--- src/design/whs_pkg.sv ---
// ---------------------------------------------------------------------------
// whs_pkg
// Types, op codes and fixed constants of the weighted histogram sampler.
// ---------------------------------------------------------------------------
`default_nettype none

package whs_pkg;

   // Field widths fixed by the item formats
   localparam int WEIGHT_BITS = 16;
   localparam int RANDOM_BITS = 31;
   localparam int PCT_BITS    = 7;

   localparam logic [PCT_BITS-1:0] PERCENT_SPAN = 7'd100;
   localparam logic [PCT_BITS-1:0] WIDTH_RESET  = 7'd10;

   localparam logic STATUS_OK   = 1'b0;
   localparam logic STATUS_FULL = 1'b1;

   typedef enum logic [1:0] {
      OP_CLEAR  = 2'd0,
      OP_APPEND = 2'd1,
      OP_SAMPLE = 2'd2,
      OP_NOP    = 2'd3
   } op_type;

   typedef struct packed {
      op_type                 op;
      logic [WEIGHT_BITS-1:0] weight;
      logic [RANDOM_BITS-1:0] random_word;
   } req_item_type;

   typedef struct packed {
      logic [PCT_BITS-1:0] utilization;
      logic                status;
   } rsp_item_type;

   // Number of whole buckets of the given width in 0..100 percent.
   // A width of zero counts as one.
   function automatic logic [PCT_BITS-1:0] buckets_in_span(input logic [PCT_BITS-1:0] width);
      logic [PCT_BITS-1:0] n;
      priority if (width <= 7'd1)  n = 7'd100;
      else if (width == 7'd2)      n = 7'd50;
      else if (width == 7'd3)      n = 7'd33;
      else if (width == 7'd4)      n = 7'd25;
      else if (width == 7'd5)      n = 7'd20;
      else if (width == 7'd6)      n = 7'd16;
      else if (width == 7'd7)      n = 7'd14;
      else if (width == 7'd8)      n = 7'd12;
      else if (width == 7'd9)      n = 7'd11;
      else if (width == 7'd10)     n = 7'd10;
      else if (width == 7'd11)     n = 7'd9;
      else if (width == 7'd12)     n = 7'd8;
      else if (width <= 7'd14)     n = 7'd7;
      else if (width <= 7'd16)     n = 7'd6;
      else if (width <= 7'd20)     n = 7'd5;
      else if (width <= 7'd25)     n = 7'd4;
      else if (width <= 7'd33)     n = 7'd3;
      else if (width <= 7'd50)     n = 7'd2;
      else if (width <= 7'd100)    n = 7'd1;
      else                         n = 7'd0;
      return n;
   endfunction

endpackage

`default_nettype wire

--- src/design/weighted_histogram_sampler.sv ---
// ---------------------------------------------------------------------------
// weighted_histogram_sampler
// Bucket weight table in a synchronous memory with a weighted random draw.
// ---------------------------------------------------------------------------
//
//   channel  dir  handshake           payload
//   req      in   req_valid/req_stall req_data (op, weight, random_word)
//   rsp      out  rsp_valid/rsp_stall rsp_data (utilization, status)
//   csr      in   csr_valid/csr_ready csr_data (bucket_width)
//
// One item at a time. Clear, append, the unused op and a sample with no usable
// bucket go straight to the result state. A sample first scales the range with
// two divisions when the total exceeds one, then walks the buckets until one
// reaches the rank or none is left: the shared divider retires one quotient bit
// a cycle and the table memory gives one weight a cycle.
// Synchronous reset empties the table and sets the bucket width to 10.
// A finished item waits in the output register while rsp_stall is high;
// req_stall is high whenever an item is in work.
// ---------------------------------------------------------------------------
`default_nettype none

module weighted_histogram_sampler import whs_pkg::*; #(
   parameter int MAX_BUCKETS = 100
) (
   input  wire                 clock,
   input  wire                 reset,
   input  wire                 req_valid,
   output logic                req_stall,
   input  req_item_type        req_data,
   output logic                rsp_valid,
   input  wire                 rsp_stall,
   output rsp_item_type        rsp_data,
   input  wire                 csr_valid,
   output logic                csr_ready,
   input  wire [PCT_BITS-1:0]  csr_data
);

   localparam int CNT_BITS   = $clog2(MAX_BUCKETS + 1);
   localparam int IDX_BITS   = (MAX_BUCKETS > 1) ? $clog2(MAX_BUCKETS) : 1;
   localparam int TOTAL_BITS = WEIGHT_BITS + CNT_BITS;
   localparam int DIV_BITS   = (TOTAL_BITS > RANDOM_BITS + 1) ? TOTAL_BITS : RANDOM_BITS + 1;
   localparam int STEP_BITS  = $clog2(RANDOM_BITS);
   localparam logic [PCT_BITS-1:0]    MAX_BKT   = PCT_BITS'(MAX_BUCKETS);
   localparam logic [RANDOM_BITS-1:0] RAND_TOP  = {RANDOM_BITS{1'b1}};
   localparam logic [STEP_BITS-1:0]   LAST_STEP = STEP_BITS'(RANDOM_BITS - 1);

   typedef enum logic [2:0] {
      ST_IDLE,
      ST_DIV_SCALE,
      ST_DIV_RANK,
      ST_WALK,
      ST_RESULT
   } state_type;

   // Control registers
   state_type             state_ff, state_in;
   logic [PCT_BITS-1:0]   width_ff, width_in;
   logic [CNT_BITS-1:0]   loaded_ff, loaded_in;
   logic [TOTAL_BITS-1:0] total_ff, total_in;
   logic                  rsp_valid_ff, rsp_valid_in;
   logic                  pend_ff, pend_in;

   // Work registers
   rsp_item_type           rsp_data_ff, rsp_data_in;
   logic [PCT_BITS-1:0]    res_util_ff, res_util_in;
   logic                   res_status_ff, res_status_in;
   logic [RANDOM_BITS-1:0] raw_ff, raw_in;
   logic [RANDOM_BITS-1:0] num_ff, num_in;
   logic [RANDOM_BITS-1:0] quo_ff, quo_in;
   logic [DIV_BITS-1:0]    den_ff, den_in;
   logic [DIV_BITS-1:0]    rem_ff, rem_in;
   logic [STEP_BITS-1:0]   step_ff, step_in;
   logic [DIV_BITS-1:0]    rank_ff, rank_in;
   logic [CNT_BITS-1:0]    walk_n_ff, walk_n_in;
   logic [CNT_BITS-1:0]    issue_ff, issue_in;
   logic [TOTAL_BITS-1:0]  acc_ff, acc_in;
   logic [PCT_BITS-1:0]    base_ff, base_in;

   // Table memory
   logic [WEIGHT_BITS-1:0] bucket_mem [MAX_BUCKETS];
   logic [WEIGHT_BITS-1:0] mem_q_ff;
   logic                   mem_we;
   logic                   rd_en;

   // Derived combinational values
   logic [PCT_BITS-1:0]   span_n;
   logic [PCT_BITS-1:0]   limit7;
   logic [CNT_BITS-1:0]   limit;
   logic [CNT_BITS-1:0]   usable_n;
   logic [PCT_BITS-1:0]   w_eff;
   logic [PCT_BITS:0]     w_plus1;
   logic [PCT_BITS-1:0]   half_w;
   logic                  req_accept;
   logic                  rsp_free;
   logic [DIV_BITS:0]     trial;
   logic [DIV_BITS:0]     diff;
   logic                  fits;
   logic [DIV_BITS-1:0]   rem_next;
   logic [RANDOM_BITS-1:0] quo_next;
   logic [TOTAL_BITS-1:0] acc_sum;

   assign csr_ready  = 1'b1;
   assign req_stall  = (state_ff != ST_IDLE);
   assign req_accept = req_valid && !req_stall;
   assign rsp_valid  = rsp_valid_ff;
   assign rsp_data   = rsp_data_ff;
   assign rsp_free   = !rsp_valid_ff || !rsp_stall;

   // Bucket geometry from the width register
   assign span_n   = buckets_in_span(width_ff);
   assign limit7   = (span_n > MAX_BKT) ? MAX_BKT : span_n;
   assign limit    = CNT_BITS'(limit7);
   assign usable_n = (loaded_ff < limit) ? loaded_ff : limit;
   assign w_eff    = (width_ff == '0) ? PCT_BITS'(1) : width_ff;
   assign w_plus1  = {1'b0, w_eff} + (PCT_BITS + 1)'(1);
   assign half_w   = w_plus1[PCT_BITS:1];

   // Shared restoring divider, one quotient bit per cycle
   assign trial    = {rem_ff, num_ff[RANDOM_BITS-1]};
   assign diff     = trial - {1'b0, den_ff};
   assign fits     = (trial >= {1'b0, den_ff});
   assign rem_next = fits ? diff[DIV_BITS-1:0] : trial[DIV_BITS-1:0];
   assign quo_next = {quo_ff[RANDOM_BITS-2:0], fits};

   // Running cumulative weight
   assign acc_sum  = acc_ff + TOTAL_BITS'(mem_q_ff);

   // Next-state logic
   always_comb begin
      state_in      = state_ff;
      width_in      = width_ff;
      loaded_in     = loaded_ff;
      total_in      = total_ff;
      rsp_valid_in  = rsp_valid_ff;
      pend_in       = 1'b0;
      rsp_data_in   = rsp_data_ff;
      res_util_in   = res_util_ff;
      res_status_in = res_status_ff;
      raw_in        = raw_ff;
      num_in        = num_ff;
      quo_in        = quo_ff;
      den_in        = den_ff;
      rem_in        = rem_ff;
      step_in       = step_ff;
      rank_in       = rank_ff;
      walk_n_in     = walk_n_ff;
      issue_in      = issue_ff;
      acc_in        = acc_ff;
      base_in       = base_ff;
      mem_we        = 1'b0;
      rd_en         = 1'b0;

      if (csr_valid && csr_ready) begin
         width_in = csr_data;
      end

      // Output register drains when taken
      if (rsp_valid_ff && !rsp_stall) begin
         rsp_valid_in = 1'b0;
      end

      unique case (state_ff)
         ST_IDLE: begin
            if (req_accept) begin
               res_util_in   = '0;
               res_status_in = STATUS_OK;
               state_in      = ST_RESULT;
               unique case (req_data.op)
                  OP_CLEAR: begin
                     loaded_in = '0;
                     total_in  = '0;
                  end
                  OP_APPEND: begin
                     if (loaded_ff >= limit) begin
                        res_status_in = STATUS_FULL;
                     end else begin
                        mem_we    = 1'b1;
                        loaded_in = loaded_ff + CNT_BITS'(1);
                        total_in  = total_ff + TOTAL_BITS'(req_data.weight);
                     end
                  end
                  OP_SAMPLE: begin
                     raw_in    = req_data.random_word;
                     walk_n_in = usable_n;
                     issue_in  = '0;
                     acc_in    = '0;
                     base_in   = '0;
                     if (usable_n == '0) begin
                        res_util_in = PERCENT_SPAN;
                     end else if (total_ff <= TOTAL_BITS'(1)) begin
                        rank_in  = DIV_BITS'(1);
                        state_in = ST_WALK;
                     end else begin
                        // divisor scale: RAND_TOP / total
                        num_in   = RAND_TOP;
                        den_in   = DIV_BITS'(total_ff);
                        rem_in   = '0;
                        quo_in   = '0;
                        step_in  = LAST_STEP;
                        state_in = ST_DIV_SCALE;
                     end
                  end
                  OP_NOP: begin
                  end
               endcase
            end
         end

         ST_DIV_SCALE: begin
            rem_in = rem_next;
            quo_in = quo_next;
            num_in = {num_ff[RANDOM_BITS-2:0], 1'b0};
            step_in = step_ff - STEP_BITS'(1);
            if (step_ff == '0) begin
               // rank: raw / (scale + 1)
               num_in   = raw_ff;
               den_in   = DIV_BITS'(quo_next) + DIV_BITS'(1);
               rem_in   = '0;
               quo_in   = '0;
               step_in  = LAST_STEP;
               state_in = ST_DIV_RANK;
            end
         end

         ST_DIV_RANK: begin
            rem_in = rem_next;
            quo_in = quo_next;
            num_in = {num_ff[RANDOM_BITS-2:0], 1'b0};
            step_in = step_ff - STEP_BITS'(1);
            if (step_ff == '0) begin
               rank_in  = DIV_BITS'(quo_next) + DIV_BITS'(1);
               state_in = ST_WALK;
            end
         end

         ST_WALK: begin
            // issue one table read a cycle, data returns next cycle
            if (issue_ff < walk_n_ff) begin
               rd_en    = 1'b1;
               issue_in = issue_ff + CNT_BITS'(1);
               pend_in  = 1'b1;
            end
            if (pend_ff) begin
               acc_in = acc_sum;
               if (rank_ff <= DIV_BITS'(acc_sum)) begin
                  res_util_in = base_ff + half_w;
                  state_in    = ST_RESULT;
               end else begin
                  base_in = base_ff + w_eff;
               end
            end else if (issue_ff >= walk_n_ff) begin
               res_util_in = PERCENT_SPAN;
               state_in    = ST_RESULT;
            end
         end

         ST_RESULT: begin
            if (rsp_free) begin
               rsp_valid_in            = 1'b1;
               rsp_data_in.utilization = res_util_ff;
               rsp_data_in.status      = res_status_ff;
               state_in                = ST_IDLE;
            end
         end

         default: begin
            state_in = ST_IDLE;
         end
      endcase
   end

   // State and registered outputs
   always_ff @(posedge clock) begin
      if (reset) begin
         state_ff     <= ST_IDLE;
         width_ff     <= WIDTH_RESET;
         loaded_ff    <= '0;
         total_ff     <= '0;
         rsp_valid_ff <= 1'b0;
         pend_ff      <= 1'b0;
      end else begin
         state_ff     <= state_in;
         width_ff     <= width_in;
         loaded_ff    <= loaded_in;
         total_ff     <= total_in;
         rsp_valid_ff <= rsp_valid_in;
         pend_ff      <= pend_in;
      end
      rsp_data_ff   <= rsp_data_in;
      res_util_ff   <= res_util_in;
      res_status_ff <= res_status_in;
      raw_ff        <= raw_in;
      num_ff        <= num_in;
      quo_ff        <= quo_in;
      den_ff        <= den_in;
      rem_ff        <= rem_in;
      step_ff       <= step_in;
      rank_ff       <= rank_in;
      walk_n_ff     <= walk_n_in;
      issue_ff      <= issue_in;
      acc_ff        <= acc_in;
      base_ff       <= base_in;
   end

   // Weight table: one write port, one registered read port
   always_ff @(posedge clock) begin
      if (mem_we) begin
         bucket_mem[loaded_ff[IDX_BITS-1:0]] <= req_data.weight;
      end
      if (rd_en) begin
         mem_q_ff <= bucket_mem[issue_ff[IDX_BITS-1:0]];
      end
   end

endmodule

`default_nettype wire
--- config.mk ---
export PLATFORM = sky130hd
export DESIGN_NAME = weighted_histogram_sampler
export DESIGN_NICKNAME = d
export VERILOG_FILES = /design/src/design/whs_pkg.sv /design/src/design/weighted_histogram_sampler.sv
export SDC_FILE = /design/constraint.sdc
export NUM_CORES = 2
export LEC_CHECK = 0
export BUFFER_PORTS_ARGS = -buffer_cell sky130_fd_sc_hd__buf_4
export CAP_MARGIN = 20
export CORE_AREA = 2 2 422 424
export DETAILED_ROUTE_END_ITERATION = 6
export DIE_AREA = 0 0 424 426
export PLACE_DENSITY = 0.72
export SYNTH_ARGS = -nofsm -noshare
export SYNTH_HDL_FRONTEND = slang
export SYNTH_SLANG_ARGS = --single-unit
--- constraint.sdc ---
create_clock -name clock -period 8.2 [get_ports clock]
set_input_delay 1.64 -clock clock [delete_from_list [all_inputs] [get_ports clock]]
set_output_delay 1.64 -clock clock [all_outputs]
set_load 0.05 [all_outputs]
==> results.cfg <==
[setup_path]
setup.worst_path.start_class = flip-flop
cp_slowest_cell = nor4_1
worstPathArrival_ns = 6.33
max_stage_delay_ns = 0.71
rr_endpoint = bucket_mem[88][15]
path_buf_inv = 3
cp_top_family = simple AND/OR/NAND/NOR gates
crit_type = flip-flop to flip-flop
r2r_slack_ns = 2.40
crit_path_start = width_ff[4]
critPathMaxFanout = 17
cp-end-kind = flip-flop
rr_worst_depth = 16
path_cells = o211ai_1 -> a31oi_1 -> o21ai_0 -> a221oi_1 -> inv_1 -> ha_1 -> nor2b_1 -> o21ai_0 -> a21oi_1 -> nor4_1 -> nand3_1 -> nor2_1 -> nand2_1 -> buf_4 -> nor2_1 -> buf_4
required_ns = 8.72
r2r-start = width_ff[4]

[sta]
tightestPinTransition_ns = 1.12
fin_worst_skew_ns = 0.0713
rsz0062_at_grt = no
fin_tns_setup_ns = 0
setup_ws_ns = 2.40
min_period_ns = 5.80
hold_viol_final = 0
period_share_pct = 70.8
fmax_mhz = 172
setup_viol_count_final = 0
drv_slew = 0
relSlewSlack_pct = 25.3

[pwr]
p_leak_nw = 28.7
p_switching_mw = 6.44
p_comb_share_pct = 18.0
netSwitchingFraction_pct = 26.8
total_power_mw = 24.1
power_frac_seq_pct = 46.8
peakVddDrop_uv = 210
p_per_area_mw_per_mm2 = 270
p_clk_share_pct = 35.2
p_int_mw = 17.6

[die]
start_util_pct = 44.9
die_height_um = 426
rows = 154
dieWidth_um = 424
core_region_area_sq_mm = 0.176
die_area_sq_mm = 0.181
io-pin-count = 72

[drt]
wl_um = 183000
routedWlPerCell_um = 26.6
dr_total_vias = 41000
dr.pass1.iters = 6
drc = 0
antenna_left = 0
avgViaCountPerCell = 5.96
drtIter0Drc = 5373

[clock_network]
cts_sinks = 1911
htree_levels = 4
holdBufCountCts = 0
cts.repair.resized = 0
cts_tree = built
clock_latency_ns = 0.83
clkTransAtPathRegs_ns = 0.06
cts_root_buffer = clkbuf_16
post_cts_buffers = 0
cts_buffer_depth = 3
cts_inserted_buffers = 186

[placed_design]
gp_congestion = 0.873
io_buffers = 70
hpwl_um = 113000
dpl-instance-area_sq_mm = 0.0829
place_ws_ns = 2.41

[cells_and_area]
fin_area_sq_mm = 0.0890
final_cell_mix = edfxtp_1 (1,869), mux4_2 (512), nor2_1 (281)
mostFrequentLayoutCell = edfxtp_1
area_growth_pct = 12.7
drive_above_1_share_pct = 23.7
final_util_pct = 50.6
final_nets = 4557

[grt]
track_usage_pct = 20.3
grt_pass1_vias = 40200
antenna_found_initial = 10
grt_pass1_wl_um = 272000
grt_max_degree = 155
gr-total-overflow = 0

[worst_hold_path]
hp-class = flip-flop to flip-flop
hold_start = res_util_ff[3]
min_to = rsp_data[4]
hold_depth = 0

[yosys]
seq_area_frac_synth_pct = 72.1
synth_top_area_share_pct = 71.1
syn_area_per_cell_sq_um = 19.0
syn_area_sq_mm = 0.0790
syn_nets = 4345
syn_inst = 4161
synth_top_area_cell = edfxtp_1
synthFlopType = edfxtp_1
synth_warnings = 0
synth_edf_count = 1869
synth-seq-cells = 1911
synth.distinct_cells = 72
postSynth.asyncResetShare_pct = 0
synthTopCellsByArea = edfxtp_1 (71%), mux4_2 (15%), ha_1 (1.9%)

[run_status]
status = complete, no violations

[flow_run]
cap_viol_max_count = 0
==> logic make-up after synthesis <==
kind of cell	Yosys count	synth area share, %
flip-flops	1911	72.1
AND/OR/NAND/NOR	744	4.38
multiplexers	555	15.2
AO/OA/AOI/OAI	440	3.66
buffers and inverters	292	1.60
adder cells (fa/ha/maj)	123	2.00
XOR/XNOR	95	1.05
other	1	0.00475
==> stage by stage <==
stage / hold WS (ns) / cells
after floorplan: 0.400 / 4161
after global placement: 0.482 / 6522
after detailed placement: 0.481 / 6524
after CTS: 0.491 / 6867
after global routing: 0.496 / 6869
final: 0.475 / 6872
==> per-layer routing <==
layer  wire length, um  GRT usage (%)  up-vias
met5                30              0        -
met4              4300           5.33        6
met1             75100           29.6    21300
met2             86900           31.8     1946
li1                  -              -    17400
met3             16600           3.50      267
==> synthesized netlist by cell type, types with 17 or more instances <==
library cell	n
buf_1	30
nor4_1	21
or3_1	22
and3_1	26
a21o_1	45
xor2_1	39
nand3_1	67
edfxtp_1	1869
nand2_1	165
nor3_1	30
xnor2_1	56
a21oi_1	117
ha_1	118
dfxtp_1	42
buf_4	24
buf_2	28
and2_1	38
mux2i_1	23
o21ai_0	77
inv_1	78
mux4_2	512
nor2b_1	17
nor2_1	284
nand4_1	29
o21ai_1	26
a221o_1	30
a211oi_1	22
clkbuf_1	125
mux2_2	20
==> sequential cells by signal, summed over array words and instances, names as in the netlist, 8 cells and up <==
name,cells
acc_ff,23
bucket_mem,1600
den_ff,32
mem_q_ff,16
num_ff,31
quo_ff,30
rank_ff,32
raw_ff,31
rem_ff,32
rsp_data,8
total_ff,23
==> power by group through the flow <==
stage,sequential (mW),combinational [mW],clock [mW]
detailed placement,11.5,4.34,0
global route,11.3,4.64,8.97
global placement,11.4,4.28,0
finish,11.3,4.34,8.47
CTS,11.2,4.37,8.60
floorplan,11.4,2.90,0
==> final cells by class <==
cell class / instances / area [sq um]
Antenna cell: 4 / 10.0
Sequential cell: 1911 / 57000
Timing Repair Buffer: 237 / 1900
Clock inverter: 120 / 1300
Inverter: 79 / 297
Multi-Input combinational cell: 1958 / 20800
Clock buffer: 223 / 4800
Tap cell: 2340 / 2930
Fill cell: 13800 / 86700
==> worst max-delay path by stage <==
stage | end | slack [ns] | cells after the start
2_1_floorplan | num_ff[0] | 2.12 | 15
3_3_place_gp | bucket_mem[43][15] | 2.27 | 15
3_5_place_dp | bucket_mem[88][8] | 2.41 | 16
4_1_cts | bucket_mem[88][8] | 2.44 | 16
5_1_grt | bucket_mem[88][7] | 1.85 | 16
6_report | bucket_mem[88][15] | 2.40 | 16
Power figures use the tool's default switching activity.
